File: src/rtl/core/hsfd_pkg.sv
// Package: shared types, constants and the CRC-8 byte step for the frame decoder.
package hsfd_pkg;

   localparam int unsigned FRAME_LEN   = 6;
   localparam int unsigned COUNT_W     = 3;
   localparam logic [7:0]  CRC_INIT    = 8'hFF;
   localparam logic [7:0]  CRC_POLY    = 8'h31;

   // Byte positions within a frame
   localparam logic [COUNT_W-1:0] POS_T_HI  = 3'd0;
   localparam logic [COUNT_W-1:0] POS_T_LO  = 3'd1;
   localparam logic [COUNT_W-1:0] POS_T_CRC = 3'd2;
   localparam logic [COUNT_W-1:0] POS_H_HI  = 3'd3;
   localparam logic [COUNT_W-1:0] POS_H_LO  = 3'd4;
   localparam logic [COUNT_W-1:0] POS_H_CRC = 3'd5;
   localparam logic [COUNT_W-1:0] COUNT_MAX = 3'd7;
   localparam logic [COUNT_W-1:0] COUNT_OK  = 3'd6;

   // Conversion constants: temp = -4500 + 17500*raw/65535, hum = 10000*raw/65535
   localparam int unsigned TEMP_SPAN   = 17500;
   localparam int unsigned HUM_SPAN    = 10000;
   localparam int unsigned TEMP_OFFSET = 4500;
   localparam int unsigned TEMP_MAX    = 13000;
   localparam int unsigned PROD_T_W    = 31;
   localparam int unsigned PROD_H_W    = 30;
   localparam int unsigned TEMP_W      = 15;
   localparam int unsigned HUM_W       = 14;

   typedef enum logic [1:0] {
      STATUS_OK        = 2'd0,
      STATUS_BAD_COUNT = 2'd1,
      STATUS_BAD_TCRC  = 2'd2,
      STATUS_BAD_HCRC  = 2'd3
   } status_type;

   typedef struct packed {
      status_type  status;
      logic [15:0] raw_t;
      logic [15:0] raw_h;
   } frame_res_type;

   function automatic logic [7:0] crc_fold(input logic [7:0] crc, input logic [7:0] data);
      logic [7:0] c;
      c = crc ^ data;
      for (int k = 0; k < 8; k++) begin
         if (c[7]) begin
            c = {c[6:0], 1'b0} ^ CRC_POLY;
         end else begin
            c = {c[6:0], 1'b0};
         end
      end
      return c;
   endfunction

endpackage

File: src/rtl/core/hsfd_frame.sv
// Frame tracker: byte count, running CRC, stored data bytes and the per-frame result register.
module hsfd_frame (
   input  logic                   clock,
   input  logic                   reset,
   input  logic                   req_valid,
   output logic                   req_ready,
   input  logic [7:0]             rx_byte,
   input  logic                   rx_last,
   output logic                   res_valid,
   input  logic                   res_ready,
   output hsfd_pkg::frame_res_type res
);
   import hsfd_pkg::*;

   logic [COUNT_W-1:0] count_ff, count_in;
   logic [7:0]         crc_ff, crc_in;
   logic               tbad_ff, tbad_in;
   logic               hbad_ff, hbad_in;
   logic [7:0]         t_hi_ff, t_hi_in, t_lo_ff, t_lo_in;
   logic [7:0]         h_hi_ff, h_hi_in, h_lo_ff, h_lo_in;
   logic               res_valid_ff, res_valid_in;
   frame_res_type      res_ff, res_in;
   logic               accept;

   assign req_ready = !res_valid_ff || res_ready;
   assign accept    = req_valid && req_ready;
   assign res_valid = res_valid_ff;
   assign res       = res_ff;

   always_comb begin
      status_type st;
      count_in     = count_ff;
      crc_in       = crc_ff;
      tbad_in      = tbad_ff;
      hbad_in      = hbad_ff;
      t_hi_in      = t_hi_ff;
      t_lo_in      = t_lo_ff;
      h_hi_in      = h_hi_ff;
      h_lo_in      = h_lo_ff;
      res_in       = res_ff;
      res_valid_in = res_valid_ff && !res_ready;
      st           = STATUS_OK;
      if (accept) begin
         case (count_ff)
            POS_T_HI: begin
               t_hi_in = rx_byte;
               crc_in  = crc_fold(crc_ff, rx_byte);
            end
            POS_T_LO: begin
               t_lo_in = rx_byte;
               crc_in  = crc_fold(crc_ff, rx_byte);
            end
            POS_T_CRC: begin
               tbad_in = (rx_byte != crc_ff);
               crc_in  = CRC_INIT;
            end
            POS_H_HI: begin
               h_hi_in = rx_byte;
               crc_in  = crc_fold(crc_ff, rx_byte);
            end
            POS_H_LO: begin
               h_lo_in = rx_byte;
               crc_in  = crc_fold(crc_ff, rx_byte);
            end
            POS_H_CRC: begin
               hbad_in = (rx_byte != crc_ff);
            end
            default: begin
               // bytes past the sixth are dropped
            end
         endcase
         if (count_ff != COUNT_MAX) begin
            count_in = count_ff + 1'b1;
         end
         if (rx_last) begin
            if (count_in != COUNT_OK) begin
               st = STATUS_BAD_COUNT;
            end else if (tbad_in) begin
               st = STATUS_BAD_TCRC;
            end else if (hbad_in) begin
               st = STATUS_BAD_HCRC;
            end
            res_in.status = st;
            res_in.raw_t  = {t_hi_in, t_lo_in};
            res_in.raw_h  = {h_hi_in, h_lo_in};
            res_valid_in  = 1'b1;
            // start a fresh frame
            count_in = '0;
            crc_in   = CRC_INIT;
            tbad_in  = 1'b0;
            hbad_in  = 1'b0;
            t_hi_in  = '0;
            t_lo_in  = '0;
            h_hi_in  = '0;
            h_lo_in  = '0;
         end
      end
   end

   always_ff @(posedge clock) begin
      if (reset) begin
         count_ff     <= '0;
         crc_ff       <= CRC_INIT;
         tbad_ff      <= 1'b0;
         hbad_ff      <= 1'b0;
         res_valid_ff <= 1'b0;
      end else begin
         count_ff     <= count_in;
         crc_ff       <= crc_in;
         tbad_ff      <= tbad_in;
         hbad_ff      <= hbad_in;
         res_valid_ff <= res_valid_in;
      end
      t_hi_ff <= t_hi_in;
      t_lo_ff <= t_lo_in;
      h_hi_ff <= h_hi_in;
      h_lo_ff <= h_lo_in;
      res_ff  <= res_in;
   end

   a_last_restarts: assert property (@(posedge clock) disable iff (reset)
      accept && rx_last |=> count_ff == '0 && crc_ff == CRC_INIT && !tbad_ff && !hbad_ff)
      else $error("frame state not restarted after last byte");

   a_crc_reload: assert property (@(posedge clock) disable iff (reset)
      accept && !rx_last && count_ff == POS_T_CRC |=> crc_ff == CRC_INIT)
      else $error("running crc not reloaded after temperature crc byte");

   a_count_sat: assert property (@(posedge clock) disable iff (reset)
      accept && !rx_last && count_ff == COUNT_MAX |=> count_ff == COUNT_MAX)
      else $error("byte count left saturation");

   a_result_held: assert property (@(posedge clock) disable iff (reset)
      res_valid_ff && !res_ready |=> res_valid_ff && $stable(res_ff))
      else $error("frame result lost while stalled");

endmodule

File: src/rtl/core/hsfd_convert.sv
// Conversion pipeline: scale raw words by a multiply stage, then divide by 65535 and offset.
module hsfd_convert (
   input  logic                    clock,
   input  logic                    reset,
   input  logic                    res_valid,
   output logic                    res_ready,
   input  hsfd_pkg::frame_res_type res,
   output logic                    rsp_valid,
   input  logic                    rsp_ready,
   output logic [1:0]              rsp_status,
   output logic signed [14:0]      rsp_temperature_centi,
   output logic [13:0]             rsp_humidity_centi,
   output logic [15:0]             rsp_raw_temperature,
   output logic [15:0]             rsp_raw_humidity
);
   import hsfd_pkg::*;

   // product stage
   logic                  prod_valid_ff;
   frame_res_type         prod_res_ff;
   logic [PROD_T_W-1:0]   prod_t_ff, prod_t_in;
   logic [PROD_H_W-1:0]   prod_h_ff, prod_h_in;
   logic                  prod_ready;

   // output stage
   logic                  out_valid_ff;
   frame_res_type         out_res_ff;
   logic signed [TEMP_W-1:0] temp_ff, temp_in;
   logic [HUM_W-1:0]      hum_ff, hum_in;
   logic                  out_ready;

   logic [PROD_T_W:0]     sum_t;
   logic [PROD_H_W:0]     sum_h;
   logic [TEMP_W-1:0]     q_t;

   assign out_ready  = !out_valid_ff || rsp_ready;
   assign prod_ready = !prod_valid_ff || out_ready;
   assign res_ready  = prod_ready;

   assign prod_t_in = PROD_T_W'(res.raw_t) * PROD_T_W'(TEMP_SPAN);
   assign prod_h_in = PROD_H_W'(res.raw_h) * PROD_H_W'(HUM_SPAN);

   // floor(p / 65535) = (p + (p >> 16) + 1) >> 16 while p / 65535 stays below 65536
   assign sum_t = (PROD_T_W + 1)'(prod_t_ff) + (PROD_T_W + 1)'(prod_t_ff >> 16)
                  + (PROD_T_W + 1)'(1);
   assign sum_h = (PROD_H_W + 1)'(prod_h_ff) + (PROD_H_W + 1)'(prod_h_ff >> 16)
                  + (PROD_H_W + 1)'(1);
   assign q_t   = sum_t[TEMP_W+15:16];

   always_comb begin
      temp_in = '0;
      hum_in  = '0;
      if (prod_res_ff.status == STATUS_OK) begin
         temp_in = $signed(q_t - TEMP_W'(TEMP_OFFSET));
         hum_in  = sum_h[HUM_W+15:16];
      end
   end

   always_ff @(posedge clock) begin
      if (reset) begin
         prod_valid_ff <= 1'b0;
         out_valid_ff  <= 1'b0;
      end else begin
         if (prod_ready) begin
            prod_valid_ff <= res_valid;
         end
         if (out_ready) begin
            out_valid_ff <= prod_valid_ff;
         end
      end
      if (prod_ready && res_valid) begin
         prod_res_ff <= res;
         prod_t_ff   <= prod_t_in;
         prod_h_ff   <= prod_h_in;
      end
      if (out_ready && prod_valid_ff) begin
         out_res_ff <= prod_res_ff;
         temp_ff    <= temp_in;
         hum_ff     <= hum_in;
      end
   end

   assign rsp_valid             = out_valid_ff;
   assign rsp_status            = out_res_ff.status;
   assign rsp_temperature_centi = temp_ff;
   assign rsp_humidity_centi    = hum_ff;
   assign rsp_raw_temperature   = out_res_ff.raw_t;
   assign rsp_raw_humidity      = out_res_ff.raw_h;

   a_zero_on_error: assert property (@(posedge clock) disable iff (reset)
      out_valid_ff && out_res_ff.status != STATUS_OK |-> temp_ff == '0 && hum_ff == '0)
      else $error("converted values not zero on bad frame");

   a_range_ok: assert property (@(posedge clock) disable iff (reset)
      out_valid_ff && out_res_ff.status == STATUS_OK |->
         hum_ff <= HUM_W'(HUM_SPAN) && temp_ff <= $signed(TEMP_W'(TEMP_MAX)))
      else $error("converted value out of range");

   a_prod_held: assert property (@(posedge clock) disable iff (reset)
      prod_valid_ff && !out_ready |=> prod_valid_ff && $stable(prod_t_ff) && $stable(prod_h_ff))
      else $error("product stage changed while stalled");

endmodule

File: src/rtl/core/humidity_sensor_frame_decoder_core.sv
// Top level: sensor read frame decoder with CRC-8 check and fixed-point conversion.
// Takes one received byte per cycle while req_ready is high (req_rx_last marks
// the final byte of a transfer) and gives one result per transfer: status, raw
// temperature and humidity words, and the converted values in hundredths. The
// result of a transfer passes a frame result register (loaded at the edge that
// accepts its last byte), a multiply register and an output register. Each of
// those three registers holds one result, so req_ready drops only when all
// three are full and rsp_ready is low.
module humidity_sensor_frame_decoder_core (
   input  logic               clock,
   input  logic               reset,
   input  logic               req_valid,
   output logic               req_ready,
   input  logic [7:0]         req_rx_byte,
   input  logic               req_rx_last,
   output logic               rsp_valid,
   input  logic               rsp_ready,
   output logic [1:0]         rsp_status,
   output logic signed [14:0] rsp_temperature_centi,
   output logic [13:0]        rsp_humidity_centi,
   output logic [15:0]        rsp_raw_temperature,
   output logic [15:0]        rsp_raw_humidity
);
   import hsfd_pkg::*;

   logic          frame_valid;
   logic          frame_ready;
   frame_res_type frame_res;

   hsfd_frame u_frame (
      .clock     (clock),
      .reset     (reset),
      .req_valid (req_valid),
      .req_ready (req_ready),
      .rx_byte   (req_rx_byte),
      .rx_last   (req_rx_last),
      .res_valid (frame_valid),
      .res_ready (frame_ready),
      .res       (frame_res)
   );

   hsfd_convert u_convert (
      .clock                 (clock),
      .reset                 (reset),
      .res_valid             (frame_valid),
      .res_ready             (frame_ready),
      .res                   (frame_res),
      .rsp_valid             (rsp_valid),
      .rsp_ready             (rsp_ready),
      .rsp_status            (rsp_status),
      .rsp_temperature_centi (rsp_temperature_centi),
      .rsp_humidity_centi    (rsp_humidity_centi),
      .rsp_raw_temperature   (rsp_raw_temperature),
      .rsp_raw_humidity      (rsp_raw_humidity)
   );

endmodule

File: config.mk
export PLATFORM = sky130hd
export DESIGN_NAME = humidity_sensor_frame_decoder_core
export DESIGN_NICKNAME = d
export VERILOG_FILES = /design/src/rtl/core/hsfd_pkg.sv /design/src/rtl/core/hsfd_frame.sv /design/src/rtl/core/hsfd_convert.sv /design/src/rtl/core/humidity_sensor_frame_decoder_core.sv
export SDC_FILE = /design/constraint.sdc
export NUM_CORES = 1
export LEC_CHECK = 0
export BUFFER_PORTS_ARGS = -buffer_cell sky130_fd_sc_hd__buf_2
export CORE_MARGIN = 2
export CORE_UTILIZATION = 45
export DETAILED_ROUTE_END_ITERATION = 7
export PLACE_DENSITY = 0.65
export RECOVER_POWER = 50
export SETUP_SLACK_MARGIN = 0.1
export SYNTH_ARGS = -nofsm -noshare
export SYNTH_HDL_FRONTEND = slang
export SYNTH_HIERARCHICAL = 1
export SYNTH_SLANG_ARGS = --single-unit
export TNS_END_PERCENT = 50
File: constraint.sdc
create_clock -name clock -period 6.5 [get_ports clock]
set_clock_uncertainty 0.05 [all_clocks]
set_input_delay 1.3 -clock clock [delete_from_list [all_inputs] [get_ports clock]]
set_output_delay 1.3 -clock clock [all_outputs]
set_load 0.02 [all_outputs]
; ---- After elaboration in Yosys (flattened, before gate mapping)
; Index checks and enable logic that the tools add are counted.
[classes]
addsub = 6
n_mul = 2
n_eq_ne = 8
n_mux = 104
bitwise = 30
reduce_logical = 16
[ops]
columns = operator, count
row1 = two-way mux 8 bit, 61
row2 = two-way mux 6 bit, 29
row3 = inverter 3 bit, 29
row4 = one-hot mux 8 bit (5 select lines), 1
row5 = adder 31 x 1 -> 31 bit (second input constant), 1
row6 = adder 31 x 15 -> 31 bit, 1
row7 = adder 30 x 1 -> 30 bit (second input constant), 1
row8 = adder 30 x 14 -> 30 bit, 1
row9 = multiplier 16 x 13 -> 29 bit (second input constant), 1
row10 = multiplier 16 x 10 -> 26 bit (second input constant), 1
row11 = subtractor 15 x 13 -> 15 bit (second input constant), 1
row12 = two-way mux 3 bit, 3
row13 = two-way mux 1 bit, 8
row14 = inequality test 8 bit, 1
row15 = XOR 8 bit, 1
row16 = == test 3 x 2 -> 1 bit (second input constant), 2
row17 = == test 3 bit (second input constant), 2
row18 = inequality test 3 bit (second input constant), 2
row19 = nonzero test 6 bit, 1
row20 = logical AND 1 bit, 4
row21 = logical NOT 1 bit, 4
row22 = two-way mux 2 bit, 2
row23 = AND reduction 2 bit, 2
row24 = adder 3 x 1 -> 3 bit (second input constant), 1
row25 = other kinds (4), 6
[word_totals]
regBits = 234
in_bits = 13
output_inout_bits = 65

; ---- Depth between registers and ports, before layout
; Gate-level depths: netlist of run 1.
[logic_depth]
word_depth = 34
ltp_mapped = 20

; ---- Cells and area by module
; The synthesis of run 1 kept the hierarchy.
[modules_own_cells]
columns = mod, instances, cells_each, area_each_um2, seq_area_each_um2
row1 = hsfd_convert, 1, 1048, 11841.4, 4454.3
row2 = hsfd_frame, 1, 240, 3565.9, 2262.2

; ---- Least setup slack after synthesis of run 1
; Ideal clock, no wire load.
[synth_timing]
path_kind = input -> register
start = input port rsp_ready
end = register u_convert.hum_ff[0] (netlist: u_convert/rsp_humidity_centi[0]) (enable)
setup_ns = 0.492
arrival_time_ns = 4.182
required_time_ns = 5.958
path_slack_ns = 1.777
cell_stages = 2
n_path_buf = 0
cell_sequence = nor2b_1 > nor2b_1
[synth_between]
elab_chain_cells = 2
[synth_rtl]
columns = item, line
row1 = from (decl), humidity_sensor_frame_decoder_core.sv:17  ; input logic rsp_ready,
row2 = logical OR 1 bit, hsfd_convert.sv:36  ; assign out_ready = !out_valid_ff || rsp_ready;
row3 = logical AND 1 bit, hsfd_convert.sv:76  ; if (out_ready && prod_valid_ff) begin
row4 = to (signal assigned), hsfd_convert.sv:79  ; hum_ff <= hum_in;
row5 = to (decl), hsfd_convert.sv:29  ; logic [HUM_W-1:0] hum_ff, hum_in;
; No other way between the ends.
; A chain may end at the register's enable or synchronous reset.

; ---- Worst setup path after layout of run 1
[layout_timing]
start = register u_frame.res_ff (netlist bit u_frame/res[7])
end = register u_convert.prod_h_ff[27], data pin
[layout_between]
elab_chain_cells = 1
[layout_rtl]
columns = item, line
row1 = from (decl), hsfd_frame.sv:22  ; frame_res_type res_ff, res_in;
row2 = from (signal assigned), hsfd_frame.sv:118  ; res_ff <= res_in;
row3 = multiplier 16 x 10 -> 26 bit, hsfd_convert.sv:41  ; assign prod_h_in = PROD_H_W'(res.raw_h) * PROD_H_W'(HUM_SPAN);
row4 = named net u_convert.prod_h_in[27], hsfd_convert.sv:22  ; logic [PROD_H_W-1:0] prod_h_ff, prod_h_in;
row5 = to (signal assigned), hsfd_convert.sv:74  ; prod_h_ff <= prod_h_in;
row6 = to (decl), hsfd_convert.sv:22
; The timed path passes the listed nets, and every way through them passes these cells.

==> results of run 1 <==
==> flip-flops by register name, indices dropped and copies added, names as in the netlist, 8 cells and up <==
signal,flops
u_convert/prod_t_ff,28
u_frame/t_hi_ff,8
u_frame/res,34
u_frame/h_hi_ff,8
u_convert/rsp_temperature_centi,15
u_frame/h_lo_ff,8
u_frame/crc_ff,8
u_convert/prod_h_ff,22
u_frame/t_lo_ff,8
u_convert/rsp_humidity_centi,14
u_convert/rsp_raw_temperature,16
u_convert/prod_res_ff,34
u_convert/rsp_raw_humidity,16
==> cell families after synthesis <==
| kind of cell | share of synthesized area, % |
|---|---|
| AO/OA/AOI/OAI | 8.05 |
| XOR/XNOR | 4.86 |
| adder cells (fa/ha/maj) | 26.3 |
| buffers and inverters | 5.83 |
| flip-flops | 43.6 |
| multiplexers | 2.47 |
| AND/OR/NAND/NOR | 8.89 |
==> cells in the mapped netlist, drive strengths merged (11+ instances only) <==
master / instances
a21o: 15
a21oi: 58
a31oi: 11
and2: 42
clkbuf: 11
dfxtp: 16
edfxtp: 213
fa: 80
ha: 196
inv: 225
mux2: 32
nand2: 43
nand2b: 12
nand3: 21
nand4: 12
nor2: 41
nor3: 13
o21ai: 30
o21bai: 11
or3: 11
xnor2: 50
xor2: 19
==> critical path: stages (launching register included) <==
cell and delay, ps:
edfxtp_1 420, inv_1 140, fa_1 520, inv_1 50, ha_1 290, fa_1 480, ha_1 290, inv_1 50
fa_1 490, inv_1 40, ha_1 380, a2111oi_2 370, o21ai_1 130, and3_1 220, o211ai_2 200, a31oi_1 200
or4_1 440, nand4_1 100
==> path summary, 6_finish.rpt <==
kind	from	endpoint	slack (ps)	cells after the start
worst max-delay path	u_frame/res[7]$_DFFE_PP_	u_convert/prod_h_ff[27]$_DFFE_PP_	1490	17
worst min-delay path	u_convert/prod_res_ff[18]$_DFFE_PP_	u_convert/rsp_raw_temperature[2]$_DFFE_PP_	370	0
worst max register to register	u_frame/res[7]$_DFFE_PP_	u_convert/prod_h_ff[27]$_DFFE_PP_	1490	17
worst min register to register	u_convert/prod_res_ff[18]$_DFFE_PP_	u_convert/rsp_raw_temperature[2]$_DFFE_PP_	370	0
==> layout make-up <==
class / count / area share (%)
well taps: 448 / 3.29
flip-flops and latches: 229 / 39.4
clock inverters: 16 / 0.814
repair buffers: 82 / 1.97
inverters: 225 / 4.95
clock buffers: 33 / 4.09
multi-input cells: 821 / 45.5
==> report_power, final <==
group / leakage (nW) / internal, mW / switching, mW
Combinational: 4.78 / 0.964 / 1.24
Clock: 0.413 / 0.843 / 0.573
Sequential: 2.12 / 1.83 / 0.0960
Total: 7.32 / 3.64 / 1.90
==> metal layers <==
layer  vias to the layer above  track usage [%]  part of all wire, %
met5                         -                0                    0
met4                         0             3.73                  1.9
met3                        35             2.85                  4.4
met2                       162             27.3                   45
met1                      4474             24.2                   49
li1                       4709                -                    -
==> layout by cell type, fill, tap and decap left out, drive strengths merged, types with 4 or more instances in the layout <==
cell type | Yosys | final
inv | 225 | 228
edfxtp | 213 | 213
ha | 196 | 196
clkbuf | 11 | 100
fa | 80 | 80
a21oi | 58 | 58
xnor2 | 50 | 50
nand2 | 43 | 43
and2 | 42 | 42
nor2 | 41 | 41
mux2 | 32 | 32
o21ai | 30 | 30
nand3 | 21 | 21
xor2 | 19 | 19
dfxtp | 16 | 16
a21o | 15 | 15
buf | 2 | 15
nor3 | 13 | 13
nand2b | 12 | 12
nand4 | 12 | 12
o21bai | 11 | 11
or3 | 11 | 11
a31oi | 11 | 11
clkinv | 0 | 11
and3 | 10 | 10
nor2b | 10 | 10
o211ai | 9 | 9
o21a | 8 | 8
nor4 | 6 | 6
nand3b | 6 | 6
o31ai | 6 | 6
nor3b | 5 | 5
o22a | 5 | 5
or2 | 5 | 5
a211oi | 4 | 4
or4 | 4 | 4
xnor3 | 4 | 4
==> through the flow <==
step	util [%]	power (mW)
after floorplan	-	3.68
after global placement	48.6	4.13
after detailed placement	48.6	4.16
after CTS	51.1	5.61
after global routing	50.7	5.97
final	50.7	5.54
==> out/summary.txt, run 1 <==
status -> complete, but fails checks
failing checks -> capacitance limit, slew limit
worst slew pin tran -> 2710 ps
synth warn -> 6
hold_buf cts -> 0
largest net degree at the start of global routing -> 74
antenna cells -> 0
Tcrit/Tclk final -> 77.0%
CTS tree -> yes
Worst IR Drop VDD -> 0.186 mV
Initial Util -> 45.8%
#FFs+latches synth -> 229
vias post-DR -> 9380
Mapped Cells -> 1288
Final Cell Area -> 17100 µm²
layout cell share with drive strength beyond 1 -> 5.83%
Arrival @ worst endpoint -> 5350 ps
Post-CTS Setup Bufs -> 0
core area -> 33600 µm²
crit path capture type -> register
Yosys top cell area share -> 41.5%
ys async rst share -> 0%
gr usage total -> 17.0%
clk slew on worst S/H paths -> 60 ps
Port Buffers -> 77
EDFF count, synth -> 213
Rows -> 67
syn_area_per_cell -> 12.0 µm²
drt pass-1 iters -> 5
H-tree levels -> 1
clk_lat worst skew -> 530 ps
CP Class -> reg -> reg
CTS sink cnt -> 229
Seq/Total Area, Yosys -> 43.6%
class of the worst hold path -> reg -> reg
leakage power -> 7.32 nW
synth unique cells -> 74
RSZ-0062 raised after global routing -> false
first-pass GRT wire length -> 48.7 mm
io pins -> 78
number of remaining DRC errors -> 0
Multi-input gate area -> 7760 µm²
Final Hold Fails -> 0
Setup TNS -> 0 ps
routed len/inst -> 16.3 µm
ANT nets after route -> 0
Max clock buf depth -> 3
placer's final routability congestion estimate -> 0.885
synthesized net count -> 1577
area leader, netlist -> edfxtp_1
Die Span X -> 189 µm
dpl cell area -> 16300 µm²
final worst slack -> 1490 ps
Slew headroom -> -80.3%
Seq. cell area -> 6720 µm²
max-cap violation count -> 1
DRT Wirelength -> 30.1 mm
# resized after CTS -> 0
CTS root buffer -> clkbuf_16
hold slack -> 366 ps
Max Clk Rate -> 200 MHz
Remaining Overflow, GRT -> 0
filler cell count -> 2962
initial antenna violation count -> 0
Die Area -> 35700 µm²
vias in the first global route -> 9429
Final setup viols -> 0
placed cell count -> 1805
die height -> 189 µm
CP Launch Type -> register
Vias/cell -> 5.06
post-route insts no fill -> 1854
nets -> 1675
main flop type after synthesis -> edfxtp_1
largest cells by area after synthesis -> edfxtp_1, ha_1, fa_1
total CTS buffers -> 27
Max Slew Vio Count -> 52
P per Cell Area -> 325 nW/µm²
CP max FO -> 6
dpl hpwl -> 22.9 mm
1st-iter DRT viols -> 491
Period minus WS final -> 5010 ps
Worst EP required -> 6840 ps
area grow syn2layout -> 10.7%
synthesized cell area -> 15400 µm²
Setup WS pre-CTS -> 1490 ps
(Power assumes the default switching activity.)
==> run 2: changes to the inputs <==
clock period = 4.7 ns   (was 6.5 ns; I/O delays follow)
==> run 2 against run 1 <==
Critical path type unchanged. Count of clock-buffer cells in the layout up 2. Critical path depth is 2 lower. Fmax is 7.8% higher. The run still ends with capacitance limit, slew limit left. Highest routed layer unchanged. Via count is 4.2% higher. Routed wire length up 5.1%. Die area is the same.
==> out/summary.txt, run 2 (synthesized netlist as in run 1, its figures left out) <==
status -> complete, but fails checks
failing checks -> capacitance limit, slew limit
nets -> 1771
routed len/inst -> 16.2 µm
Die Span X -> 189 µm
Multi-input gate area -> 8370 µm²
io pins -> 78
most used cell, CP -> fa_1
vias in the first global route -> 9869
largest net degree at the start of global routing -> 72
Setup WS pre-CTS -> -51.1 ps
Worst EP required -> 4950 ps
worst setup path start -> u_frame/res[25]$_DFFE_PP_
drt pass-1 iters -> 5
CP Class -> reg -> reg
Max Clk Rate -> 215 MHz
total CTS buffers -> 26
H-tree levels -> 1
1st-iter DRT viols -> 537
final worst slack -> 53.9 ps
Rows -> 67
r2r startpoint -> u_frame/res[25]$_DFFE_PP_
Final setup viols -> 0
Period minus WS final -> 4650 ps
r2r endpoint -> u_convert/prod_t_ff[26]$_DFFE_PP_
Worst Setup EP -> u_convert/prod_t_ff[26]$_DFFE_PP_
Initial Util -> 45.8%
dpl hpwl -> 23.0 mm
DRT Wirelength -> 31.7 mm
Core Util, Final -> 54.6%
Seq. cell area -> 6720 µm²
CTS root buffer -> clkbuf_16
WHS Path Cells -> 0
CP Launch Type -> register
Worst IR Drop VDD -> 0.375 mV
commonest non-fill, non-tap cell in the layout -> edfxtp_1
Arrival @ worst endpoint -> 4900 ps
antenna cells -> 0
Final Hold Fails -> 0
first-pass GRT wire length -> 50.9 mm
Remaining Overflow, GRT -> 0
initial antenna violation count -> 0
hold_buf cts -> 0
gr usage total -> 17.8%
CTS tree -> yes
r2r setup slk -> 50 ps
Vias/cell -> 5.02
core area -> 33600 µm²
max-cap violation count -> 1
commonest non-fill, non-tap cells in the layout -> edfxtp_1, inv_1, ha_1, fa_1, buf_4
crit path capture type -> register
Die Area -> 35700 µm²
number of remaining DRC errors -> 0
placer's final routability congestion estimate -> 0.823
clk slew on worst S/H paths -> 60 ps
Port Buffers -> 77
P per Cell Area -> 466 nW/µm²
worst reg2reg path depth -> 15
clk_lat worst skew -> 550 ps
Slew headroom -> -123%
worst path cell trace -> buf_4, ha_4, fa_1, ha_1, fa_1, inv_2, fa_1, inv_2, ha_4, or3_4, o211ai_1, or3b_4, a31o_1, a21oi_2, xnor2_1
CP max FO -> 4
CP max-delay cell -> fa_1
ANT nets after route -> 0
Max clock buf depth -> 3
area grow syn2layout -> 19.1%
layout cell share with drive strength beyond 1 -> 17.7%
Max Slew Vio Count -> 72
RSZ-0062 raised after global routing -> true
die height -> 189 µm
worst slew pin tran -> 3350 ps
Tcrit/Tclk final -> 98.9%
Worst path max stage delay -> 540 ps
filler cell count -> 2848
vias post-DR -> 9777
class of the worst hold path -> reg -> reg
CTS sink cnt -> 229
leakage power -> 7.78 nW
run 2: cell count changes in the layout (fill, tap and decap cells not counted), moves of 4 or more:
cell,change
and2_1,+6
ha_1,-33
buf_6,+6
inv_1,-16
buf_4,+72
a21oi_1,-5
clkbuf_4,+5
a21oi_2,+4
buf_2,+20
and2_0,-6
clkbuf_1,-5
inv_2,+16
ha_4,+30
run 2: final cells by class:
cell class	instances	share of cell area (%)
multi-input cells	821	45.6
flip-flops and latches	229	36.6
repair buffers	179	5.78
inverters	225	4.60
clock buffers	35	3.79
well taps	448	3.06
clock inverters	12	0.532
run 2: worst max-delay path: cells and delay by family (launching register included):
| kind | cells | cell delay [ps] |
|---|---|---|
| AND/OR/NAND/NOR | 2 | 770 |
| AO/OA/AOI/OAI | 3 | 620 |
| flip-flops | 1 | 400 |
| adder cells (fa/ha/maj) | 6 | 2200 |
| buffers and inverters | 3 | 260 |
| XOR/XNOR | 1 | 100 |
run 2: routing by layer:
metal	GRT usage, %	vias up	routed length (µm)
met3	2.50	61	1390
met5	0	-	0
met2	28.6	174	14400
met1	24.6	4640	15000
li1	-	4902	-
met4	6.49	0	906
run 2: worst min-delay path by stage:
stage                                   startpoint  slack (ps)                                          to
2_1_floorplan        u_frame/res[32]$_SDFFCE_PP1P_         350         u_convert/prod_res_ff[32]$_DFFE_PP_
3_3_place_gp   u_convert/prod_res_ff[17]$_DFFE_PP_         350  u_convert/rsp_raw_temperature[1]$_DFFE_PP_
3_5_place_dp   u_convert/prod_res_ff[23]$_DFFE_PP_         360  u_convert/rsp_raw_temperature[7]$_DFFE_PP_
4_1_cts        u_convert/prod_res_ff[18]$_DFFE_PP_         370  u_convert/rsp_raw_temperature[2]$_DFFE_PP_
5_1_grt        u_convert/prod_res_ff[22]$_DFFE_PP_         370  u_convert/rsp_raw_temperature[6]$_DFFE_PP_
6_report       u_convert/prod_res_ff[18]$_DFFE_PP_         370  u_convert/rsp_raw_temperature[2]$_DFFE_PP_
run 2: what timing repair did:
item                                    4_1_cts  5_1_grt
buffers inserted                             25        6
resized for setup                            57       42
endpoints found under the setup margin       13       20
pin swaps                                    50       41
run 2: through the flow:
| step | hold slack [ps] | TNS, ps | cell area, µm² | std cells | total power [mW] |
|---|---|---|---|---|---|
| detailed placement | 355 | -204 | 16900 | 1871 | 6.04 |
| CTS | 371 | 0 | 18200 | 1943 | 8.35 |
| global placement | 353 | 0 | 16900 | 1871 | 5.98 |
| finish | 368 | 0 | 18300 | 1949 | 8.54 |
| floorplan | 350 | 0 | 15400 | 1288 | 5.10 |
| global route | 369 | -573 | 18300 | 1949 | 9.15 |
run 2: power breakdown:
| part | internal (mW) | switching, mW |
|---|---|---|
| Clock | 1.09 | 0.808 |
| Combinational | 1.93 | 2.07 |
| Sequential | 2.53 | 0.116 |
